--- config.mk ---
export PLATFORM = sky130hd
export DESIGN_NAME = aging_id_assigner_unit_flat
export DESIGN_NICKNAME = d
export VERILOG_FILES = /design/src/aia_pkg.sv /design/src/aia_ifs.sv /design/src/aia_cell.sv /design/src/aging_id_assigner_unit.sv /design/src/flat_wrapper.sv
export SDC_FILE = /design/constraint.sdc
export NUM_CORES = 2
export LEC_CHECK = 0
export BUFFER_PORTS_ARGS = -buffer_cell sky130_fd_sc_hd__buf_2
export CORE_MARGIN = 4
export CORE_UTILIZATION = 55
export DETAILED_ROUTE_END_ITERATION = 8
export HOLD_SLACK_MARGIN = 0.15
export PLACE_DENSITY = 0.7
export RECOVER_POWER = 100
export SLEW_MARGIN = 25
export SYNTH_ARGS = -nofsm -noshare
export SYNTH_HDL_FRONTEND = slang
export SYNTH_SLANG_ARGS = --single-unit
--- constraint.sdc ---
create_clock -name clk -period 10.25 [get_ports clk]
set_input_delay 2.05 -clock clk [delete_from_list [all_inputs] [get_ports clk]]
set_output_delay 2.05 -clock clk [all_outputs]
set_load 0.05 [all_outputs]
--- src/aia_pkg.sv ---
// Shared widths, outcome codes and chain structures for the aging id assigner.
package aia_pkg;

  localparam int KEY_W       = 32;
  localparam int TIME_W      = 32;
  localparam int AGE_W       = 16;
  localparam int SLOT_W      = 5;
  localparam int OUTCOME_W   = 2;

  localparam int SLOTS_DEFAULT = 25;
  localparam int SLOTS_MAX     = 64;
  localparam int IDX_W         = $clog2(SLOTS_MAX);
  localparam int CNT_W         = $clog2(SLOTS_MAX + 1);

  localparam logic [AGE_W-1:0] REUSE_AGE_RESET = AGE_W'(60);

  localparam logic [OUTCOME_W-1:0] OUT_HIT  = 2'd0;
  localparam logic [OUTCOME_W-1:0] OUT_NEW  = 2'd1;
  localparam logic [OUTCOME_W-1:0] OUT_TAKE = 2'd2;
  localparam logic [OUTCOME_W-1:0] OUT_FULL = 2'd3;

  // Request travelling down the cell chain, one cell per cycle.
  typedef struct packed {
    logic              valid;
    logic [KEY_W-1:0]  key;
    logic [TIME_W-1:0] now;
    logic              hit;
    logic              found;
    logic [TIME_W-1:0] old_time;
    logic [IDX_W-1:0]  idx;
  } scan_pkt_t;

  // Write-back broadcast from the controller to all cells.
  typedef struct packed {
    logic              en;
    logic              key_en;
    logic [IDX_W-1:0]  idx;
    logic [KEY_W-1:0]  key;
    logic [TIME_W-1:0] tstamp;
  } wr_cmd_t;

endpackage

--- src/aia_ifs.sv ---
// Request and response channel interfaces of the aging id assigner.
interface aia_req_if import aia_pkg::*; ();
  logic              valid;
  logic              ready;
  logic [KEY_W-1:0]  key;
  logic [TIME_W-1:0] now;

  modport source (output valid, output key, output now, input ready);
  modport sink   (input valid, input key, input now, output ready);
endinterface

interface aia_rsp_if import aia_pkg::*; ();
  logic                 valid;
  logic                 ready;
  logic [SLOT_W-1:0]    slot;
  logic [OUTCOME_W-1:0] outcome;

  modport source (output valid, output slot, output outcome, input ready);
  modport sink   (input valid, input slot, input outcome, output ready);
endinterface

--- src/aia_cell.sv ---
// One table entry: holds a key and its last-use time and updates the passing scan.
module aia_cell import aia_pkg::*; #(
  parameter int IDX = 0
) (
  input  logic             clk,
  input  logic             rst_n,
  input  logic [CNT_W-1:0] fill,
  input  scan_pkt_t        pkt_in,
  output scan_pkt_t        pkt_out,
  input  wr_cmd_t          wr
);

  logic [KEY_W-1:0]  key_r;
  logic [TIME_W-1:0] time_r;
  scan_pkt_t         pkt_r;
  scan_pkt_t         pkt_nxt;
  logic              bound;

  assign bound = CNT_W'(IDX) < fill;

  always_comb begin
    pkt_nxt = pkt_in;
    // Once a hit is found, later cells leave the packet alone.
    if (pkt_in.valid && !pkt_in.hit && bound) begin
      if (key_r == pkt_in.key) begin
        pkt_nxt.hit = 1'b1;
        pkt_nxt.idx = IDX_W'(IDX);
      end else if (time_r < pkt_in.old_time) begin
        pkt_nxt.found    = 1'b1;
        pkt_nxt.old_time = time_r;
        pkt_nxt.idx      = IDX_W'(IDX);
      end
    end
  end

  always_ff @(posedge clk) begin
    if (!rst_n) begin
      pkt_r.valid <= 1'b0;
    end else begin
      pkt_r.valid <= pkt_nxt.valid;
    end
    pkt_r.key      <= pkt_nxt.key;
    pkt_r.now      <= pkt_nxt.now;
    pkt_r.hit      <= pkt_nxt.hit;
    pkt_r.found    <= pkt_nxt.found;
    pkt_r.old_time <= pkt_nxt.old_time;
    pkt_r.idx      <= pkt_nxt.idx;
  end

  always_ff @(posedge clk) begin
    if (wr.en && (wr.idx == IDX_W'(IDX))) begin
      time_r <= wr.tstamp;
      if (wr.key_en) begin
        key_r <= wr.key;
      end
    end
  end

  assign pkt_out = pkt_r;

endmodule

--- src/aging_id_assigner_unit.sv ---
// Top level of the aging id assigner: cell chain, commit control and output register.
//
// Each request walks a chain of SLOTS entry cells, one cell per cycle, which
// looks for the key and tracks the oldest bound entry on the way. After the
// last cell the request is captured in the tail register and then committed:
// the hit entry is refreshed, a stale entry is rebound, a new entry is
// appended, or, when the table is full, nothing is written. One request is
// in flight at a time; the next is accepted only after the previous one has
// passed the cell chain and committed. The result sits in an output register,
// so the next request is accepted while a result waits to be taken; a commit
// waits only if the previous result is still held. The reuse age register
// resets to 60 seconds.
module aging_id_assigner_unit import aia_pkg::*; #(
  parameter int SLOTS = SLOTS_DEFAULT
) (
  input  logic             clk,
  input  logic             rst_n,
  aia_req_if.sink          in_chan,
  aia_rsp_if.source        out_chan,
  input  logic             cfg_we,
  input  logic [AGE_W-1:0] cfg_wdata
);

  localparam logic [1:0] ST_IDLE   = 2'd0;
  localparam logic [1:0] ST_SCAN   = 2'd1;
  localparam logic [1:0] ST_COMMIT = 2'd2;

  logic [1:0]           state_r, state_nxt;
  logic [CNT_W-1:0]     fill_r, fill_nxt;
  logic [AGE_W-1:0]     reuse_age_r;
  scan_pkt_t            tail_r;
  logic                 out_valid_r, out_valid_nxt;
  logic [SLOT_W-1:0]    out_slot_r, out_slot_nxt;
  logic [OUTCOME_W-1:0] out_outcome_r, out_outcome_nxt;

  scan_pkt_t            pkt [SLOTS+1];
  logic [SLOTS-1:0]     stage_valid;
  wr_cmd_t              wr;
  logic                 in_fire;
  logic                 out_free;
  logic                 commit;
  logic [TIME_W-1:0]    age;
  logic                 stale;
  logic [CNT_W+SLOT_W-1:0] slot_wide;

  assign in_chan.ready = (state_r == ST_IDLE);
  assign in_fire       = in_chan.valid && in_chan.ready;
  assign out_free      = !out_valid_r || out_chan.ready;
  assign commit        = (state_r == ST_COMMIT) && out_free;

  assign pkt[0].valid    = in_fire;
  assign pkt[0].key      = in_chan.key;
  assign pkt[0].now      = in_chan.now;
  assign pkt[0].hit      = 1'b0;
  assign pkt[0].found    = 1'b0;
  assign pkt[0].old_time = in_chan.now;
  assign pkt[0].idx      = '0;

  for (genvar g = 0; g < SLOTS; g++) begin : g_cell
    aia_cell #(.IDX(g)) u_cell (
      .clk     (clk),
      .rst_n   (rst_n),
      .fill    (fill_r),
      .pkt_in  (pkt[g]),
      .pkt_out (pkt[g+1]),
      .wr      (wr)
    );
    assign stage_valid[g] = pkt[g+1].valid;
  end

  // Only entries strictly older than the request reach the tracker, so the
  // age never wraps.
  assign age   = tail_r.now - tail_r.old_time;
  assign stale = tail_r.found && (age > TIME_W'(reuse_age_r));

  always_comb begin
    state_nxt       = state_r;
    fill_nxt        = fill_r;
    out_valid_nxt   = out_valid_r && !out_chan.ready;
    out_slot_nxt    = out_slot_r;
    out_outcome_nxt = out_outcome_r;
    wr              = '0;
    wr.key          = tail_r.key;
    wr.tstamp       = tail_r.now;
    slot_wide       = '0;
    case (state_r)
      ST_IDLE: begin
        if (in_fire) begin
          state_nxt = ST_SCAN;
        end
      end
      ST_SCAN: begin
        if (pkt[SLOTS].valid) begin
          state_nxt = ST_COMMIT;
        end
      end
      ST_COMMIT: begin
        if (out_free) begin
          state_nxt     = ST_IDLE;
          out_valid_nxt = 1'b1;
          if (tail_r.hit) begin
            wr.en           = 1'b1;
            wr.idx          = tail_r.idx;
            slot_wide       = (CNT_W+SLOT_W)'(tail_r.idx);
            out_outcome_nxt = OUT_HIT;
          end else if (stale) begin
            wr.en           = 1'b1;
            wr.key_en       = 1'b1;
            wr.idx          = tail_r.idx;
            slot_wide       = (CNT_W+SLOT_W)'(tail_r.idx);
            out_outcome_nxt = OUT_TAKE;
          end else if (fill_r >= CNT_W'(SLOTS)) begin
            slot_wide       = (CNT_W+SLOT_W)'(SLOTS);
            out_outcome_nxt = OUT_FULL;
          end else begin
            wr.en           = 1'b1;
            wr.key_en       = 1'b1;
            wr.idx          = fill_r[IDX_W-1:0];
            fill_nxt        = fill_r + CNT_W'(1);
            slot_wide       = (CNT_W+SLOT_W)'(fill_r);
            out_outcome_nxt = OUT_NEW;
          end
          out_slot_nxt = slot_wide[SLOT_W-1:0];
        end
      end
      default: begin
        state_nxt = ST_IDLE;
      end
    endcase
  end

  always_ff @(posedge clk) begin
    if (!rst_n) begin
      state_r     <= ST_IDLE;
      fill_r      <= '0;
      out_valid_r <= 1'b0;
      reuse_age_r <= REUSE_AGE_RESET;
    end else begin
      state_r     <= state_nxt;
      fill_r      <= fill_nxt;
      out_valid_r <= out_valid_nxt;
      if (cfg_we) begin
        reuse_age_r <= cfg_wdata;
      end
    end
  end

  always_ff @(posedge clk) begin
    out_slot_r    <= out_slot_nxt;
    out_outcome_r <= out_outcome_nxt;
    if ((state_r == ST_SCAN) && pkt[SLOTS].valid) begin
      tail_r <= pkt[SLOTS];
    end
  end

  assign out_chan.valid   = out_valid_r;
  assign out_chan.slot    = out_slot_r;
  assign out_chan.outcome = out_outcome_r;

  a_fill_bound: assert property (@(posedge clk) disable iff (!rst_n)
    fill_r <= CNT_W'(SLOTS))
    else $error("fill count beyond table size");

  a_one_in_flight: assert property (@(posedge clk) disable iff (!rst_n)
    $onehot0(stage_valid))
    else $error("more than one request in the cell chain");

  a_chain_only_in_scan: assert property (@(posedge clk) disable iff (!rst_n)
    (|stage_valid) |-> (state_r == ST_SCAN))
    else $error("cell chain busy outside scan state");

  a_launch: assert property (@(posedge clk) disable iff (!rst_n)
    in_fire |=> pkt[1].valid)
    else $error("accepted beat did not enter the first cell");

  a_new_grows: assert property (@(posedge clk) disable iff (!rst_n)
    (commit && (out_outcome_nxt == OUT_NEW)) |=> (fill_r == $past(fill_r) + CNT_W'(1)))
    else $error("new slot did not advance the fill count");

endmodule
--- src/flat_wrapper.sv ---
// flat-port wrapper written by rule: the top's interface ports become plain ports
module aging_id_assigner_unit_flat import aia_pkg::*;
#(
  parameter int SLOTS = SLOTS_DEFAULT
)
  (clk, rst_n, cfg_we, cfg_wdata, in_chan_valid, in_chan_key, in_chan_now, in_chan_ready, out_chan_valid, out_chan_slot, out_chan_outcome, out_chan_ready);
  aia_req_if in_chan_i ();
  aia_rsp_if out_chan_i ();
  input  logic clk;
  input  logic rst_n;
  input  logic cfg_we;
  input  logic [AGE_W-1:0] cfg_wdata;
  input wire logic [$bits(in_chan_i.valid)-1:0] in_chan_valid;
  input wire logic [$bits(in_chan_i.key)-1:0] in_chan_key;
  input wire logic [$bits(in_chan_i.now)-1:0] in_chan_now;
  output wire logic [$bits(in_chan_i.ready)-1:0] in_chan_ready;
  output wire logic [$bits(out_chan_i.valid)-1:0] out_chan_valid;
  output wire logic [$bits(out_chan_i.slot)-1:0] out_chan_slot;
  output wire logic [$bits(out_chan_i.outcome)-1:0] out_chan_outcome;
  input wire logic [$bits(out_chan_i.ready)-1:0] out_chan_ready;
  assign in_chan_i.valid = in_chan_valid;
  assign in_chan_i.key = in_chan_key;
  assign in_chan_i.now = in_chan_now;
  assign in_chan_ready = in_chan_i.ready;
  assign out_chan_valid = out_chan_i.valid;
  assign out_chan_slot = out_chan_i.slot;
  assign out_chan_outcome = out_chan_i.outcome;
  assign out_chan_i.ready = out_chan_ready;
  aging_id_assigner_unit #(.SLOTS(SLOTS)) u_core (.clk(clk), .rst_n(rst_n), .in_chan(in_chan_i), .out_chan(out_chan_i), .cfg_we(cfg_we), .cfg_wdata(cfg_wdata));
endmodule
==> flow_metrics.tcl <==
set metrics [dict create \
    status "finished, violations left" \
    failed_checks "capacitance limit, slew limit" \
    p_per_area_nw_per_um2 208 \
    syn_inst 9932 \
    vdd_drop_max_v 0.000217 \
    cts_max_path_buffers 4 \
    cts_buffers 411 \
    synth_nets 10800 \
    portBuffers 93 \
    grt_pass1_vias 79300 \
    slew_violations 2304 \
    die_x_um 524 \
    wl_per_cell_um 22.8 \
    drive_gt1_frac 0.136 \
    rows 189 \
    finalCritPeriodShare 0.915 \
    grt_max_degree 57 \
    synth_area_sq_um 147000 \
    r2r_setup_slack_ns 0.87 \
    nets 11400 \
    min_path_cells 0 \
    r2r_start "u_core.tail_r[48]$_DFFE_PP_" \
    post_cts_buffers 0 \
    grt_overflow_total 0 \
    drtIter0Drc 5424 \
    synth_edf_count 1710 \
    place_congestion 0.868 \
    path_cells "clkbuf_1 > ha_1 > and3_1 > o2111ai_2 > a31oi_1 > nand2_1 > nand2_1 > xor2_1 > ha_1 > nand4_1 > or4_1 > o21ai_0 > nor4bb_1 > nand4b_1 > nor4_4 > o2bb2ai_4 > mux2i_1 > nor2_4" \
    cts_tree "built" \
    async_flop_share 0 \
    relSlewSlack -1.50 \
    cts.hold.buffers_added 0 \
    core_area_sq_um 265000 \
    cts.sink_count 4305 \
    drtAntennaViolNets 0 \
    grt_antenna_before_repair 23 \
    r2r-end "u_core.g_cell[0].u_cell.time_r[25]$_DFFE_PP_" \
    grt_usage 0.237 \
    wirelength_um 328000 \
    crit_buf_inv 1 \
    area_delta_synth_final_pct 13.3 \
    finClkSkew_ns 0.0733 \
    cts_resized 0 \
    startpoint_type "register" \
    die_height_um 524 \
    crit_slowest_cell "clkbuf_1" \
    setup_viol 0 \
    end_kind "register" \
    hold_path_end "u_core.g_cell[8].u_cell.pkt_out[62]$_DFF_P_" \
    fin_tns_setup_ns 0 \
    maxCapViolCount 88 \
    path_clk_slew_ns 0.07 \
    hp-class "reg -> reg" \
    worstHoldStart "u_core.g_cell[7].u_cell.pkt_out[62]$_DFF_P_" \
    pin_count 94 \
    critPathKind "reg -> reg" \
    rsz0062_at_grt "no" \
    hpwl_um 234000 \
    reg2regPathDepth 18 \
    grt_pass1_wl_um 491000 \
    syn_area_per_cell_sq_um 14.8 \
    layout_min_cycle_time_ns 9.38 \
    leakagePower_nw 66.5 \
    fmax_ghz 0.107 \
    routed_via_density 5.34 \
    place_ws_ns 1.88 \
    crit_family "simple AND/OR/NAND/NOR gates" \
    finalHoldViolCount 0 \
    synthDistinctLibCells 86 \
    first_pass_iters 6 \
    fin_ws_ns 0.871 \
    clock_latency_ns 0.93 \
    ys_seq_elements 4305 \
    required_ns 10.74 \
    yosysSeqAreaShare 0.705 \
    worst_pin_slew_ns 3.76 \
    htree_levels 5 \
    worstPathArrival_ns 9.87 \
    vias 76800 \
    initial_core_util 0.553 \
    cp_max_fo 32 \
    clock-root-buffer "clkbuf_16" \
    dieArea_sq_um 275000 \
    worst_path_largest_cell_delay_ns 1.52 \
    synth-warning-count 0 \
    drc 0 \
    synthFlopType "dfxtp_1" \
]
## worst max path at each step
stage	startpoint	endpoint	slack, ns	depth (start not counted)
final	u_core.tail_r[48]$_DFFE_PP_	u_core.g_cell[0].u_cell.time_r[25]$_DFFE_PP_	0.87	18
after floorplan	u_core.tail_r[40]$_DFFE_PP_	u_core.g_cell[10].u_cell.time_r[0]$_DFFE_PP_	2.15	20
after CTS	u_core.tail_r[40]$_DFFE_PP_	u_core.g_cell[6].u_cell.time_r[9]$_DFFE_PP_	1.80	21
after detailed placement	u_core.tail_r[40]$_DFFE_PP_	u_core.g_cell[6].u_cell.time_r[17]$_DFFE_PP_	1.88	21
after global routing	u_core.tail_r[48]$_DFFE_PP_	u_core.g_cell[20].u_cell.key_r[14]$_DFFE_PP_	0.66	19
after global placement	u_core.tail_r[40]$_DFFE_PP_	u_core.g_cell[6].u_cell.time_r[19]$_DFFE_PP_	1.88	21
## through the flow
stage	hold WS (ns)	instances	area [sq um]	power, mW	utilization
floorplan	0.310	9932	147000	19.3	-
global placement	0.310	13600	153000	19.6	0.575
detailed placement	0.312	13600	153000	19.6	0.576
CTS	0.310	14400	167000	34.9	0.629
global route	0.320	14400	166000	35.7	0.626
finish	0.313	14400	166000	34.6	0.626
## sequential cells by signal, summed over array words and instances (netlist names)
signal,flops
u_core.fill_r,7
u_core.g_cell.u_cell.key_r,800
u_core.g_cell.u_cell.pkt_out,2569
u_core.g_cell.u_cell.time_r,800
u_core.out_chan.outcome,2
u_core.out_chan.slot,5
u_core.out_chan.valid,1
u_core.reuse_age_r,16
u_core.state_r,2
u_core.tail_r,103
## power by group
group          internal (mW)  switching (mW)  total, mW
combinational          0.388           0.367      0.755
sequential              18.2           0.301       18.5
clock                   9.04            6.29       15.3
total                   27.6            6.95       34.6
## Yosys cell counts, types with 157 or more instances
library cell / count / share of area
edfxtp_1: 1710 / 0.35
ha_1: 824 / 0.070
dfxtp_1: 2595 / 0.35
nand4_1: 249 / 0.011
inv_1: 858 / 0.022
mux2_2: 772 / 0.059
o21ai_0: 174 / 0.0059
nand2_1: 157 / 0.0040
nor2_1: 181 / 0.0046
a21o_1: 244 / 0.012
xnor2_1: 461 / 0.028
a21oi_1: 249 / 0.0085
xor2_1: 360 / 0.022
## placed cells by master (no fill, tap or decap), types with 292 or more instances in the layout
master	count
xnor2_1	461
dfxtp_1	2595
edfxtp_1	1710
clkbuf_16	426
clkbuf_1	292
ha_1	824
xor2_1	360
inv_1	858
mux2_2	665
## layout make-up
cell class                 count  area (sq um)
sequential                  4305        103000
fill                       19200         99100
multi-input combinational   4638         39700
clock buffer                 605         12100
tap                         3533          4420
inverter                     858          3220
clock inverter               161          1910
timing repair buffer         262          1290
antenna                       12          30.0
## kinds of logic (layout without fill, tap and decap cells)
family | after synthesis | after routing | share of synthesized area
AOI/OAI and AO/OA | 877 | 877 | 0.0388
xor gates and xnor gates | 821 | 821 | 0.0491
adders and majority gates | 825 | 825 | 0.0705
buffers and inverters | 989 | 1886 | 0.0256
DFF | 4305 | 4305 | 0.705
muxes | 804 | 804 | 0.0615
other | 0 | 12 | 0
and+or+nand+nor | 1311 | 1311 | 0.0497
## per-layer routing
metal  GRT usage  part of all wire  vias to the layer above
met5           0          0.000034                        -
met4      0.0741             0.034                        2
met3      0.0318             0.047                      590
met2       0.407              0.49                     1891
met1       0.313              0.43                    38200
li1            -                 -                    36100
(Power assumes the default switching activity.)
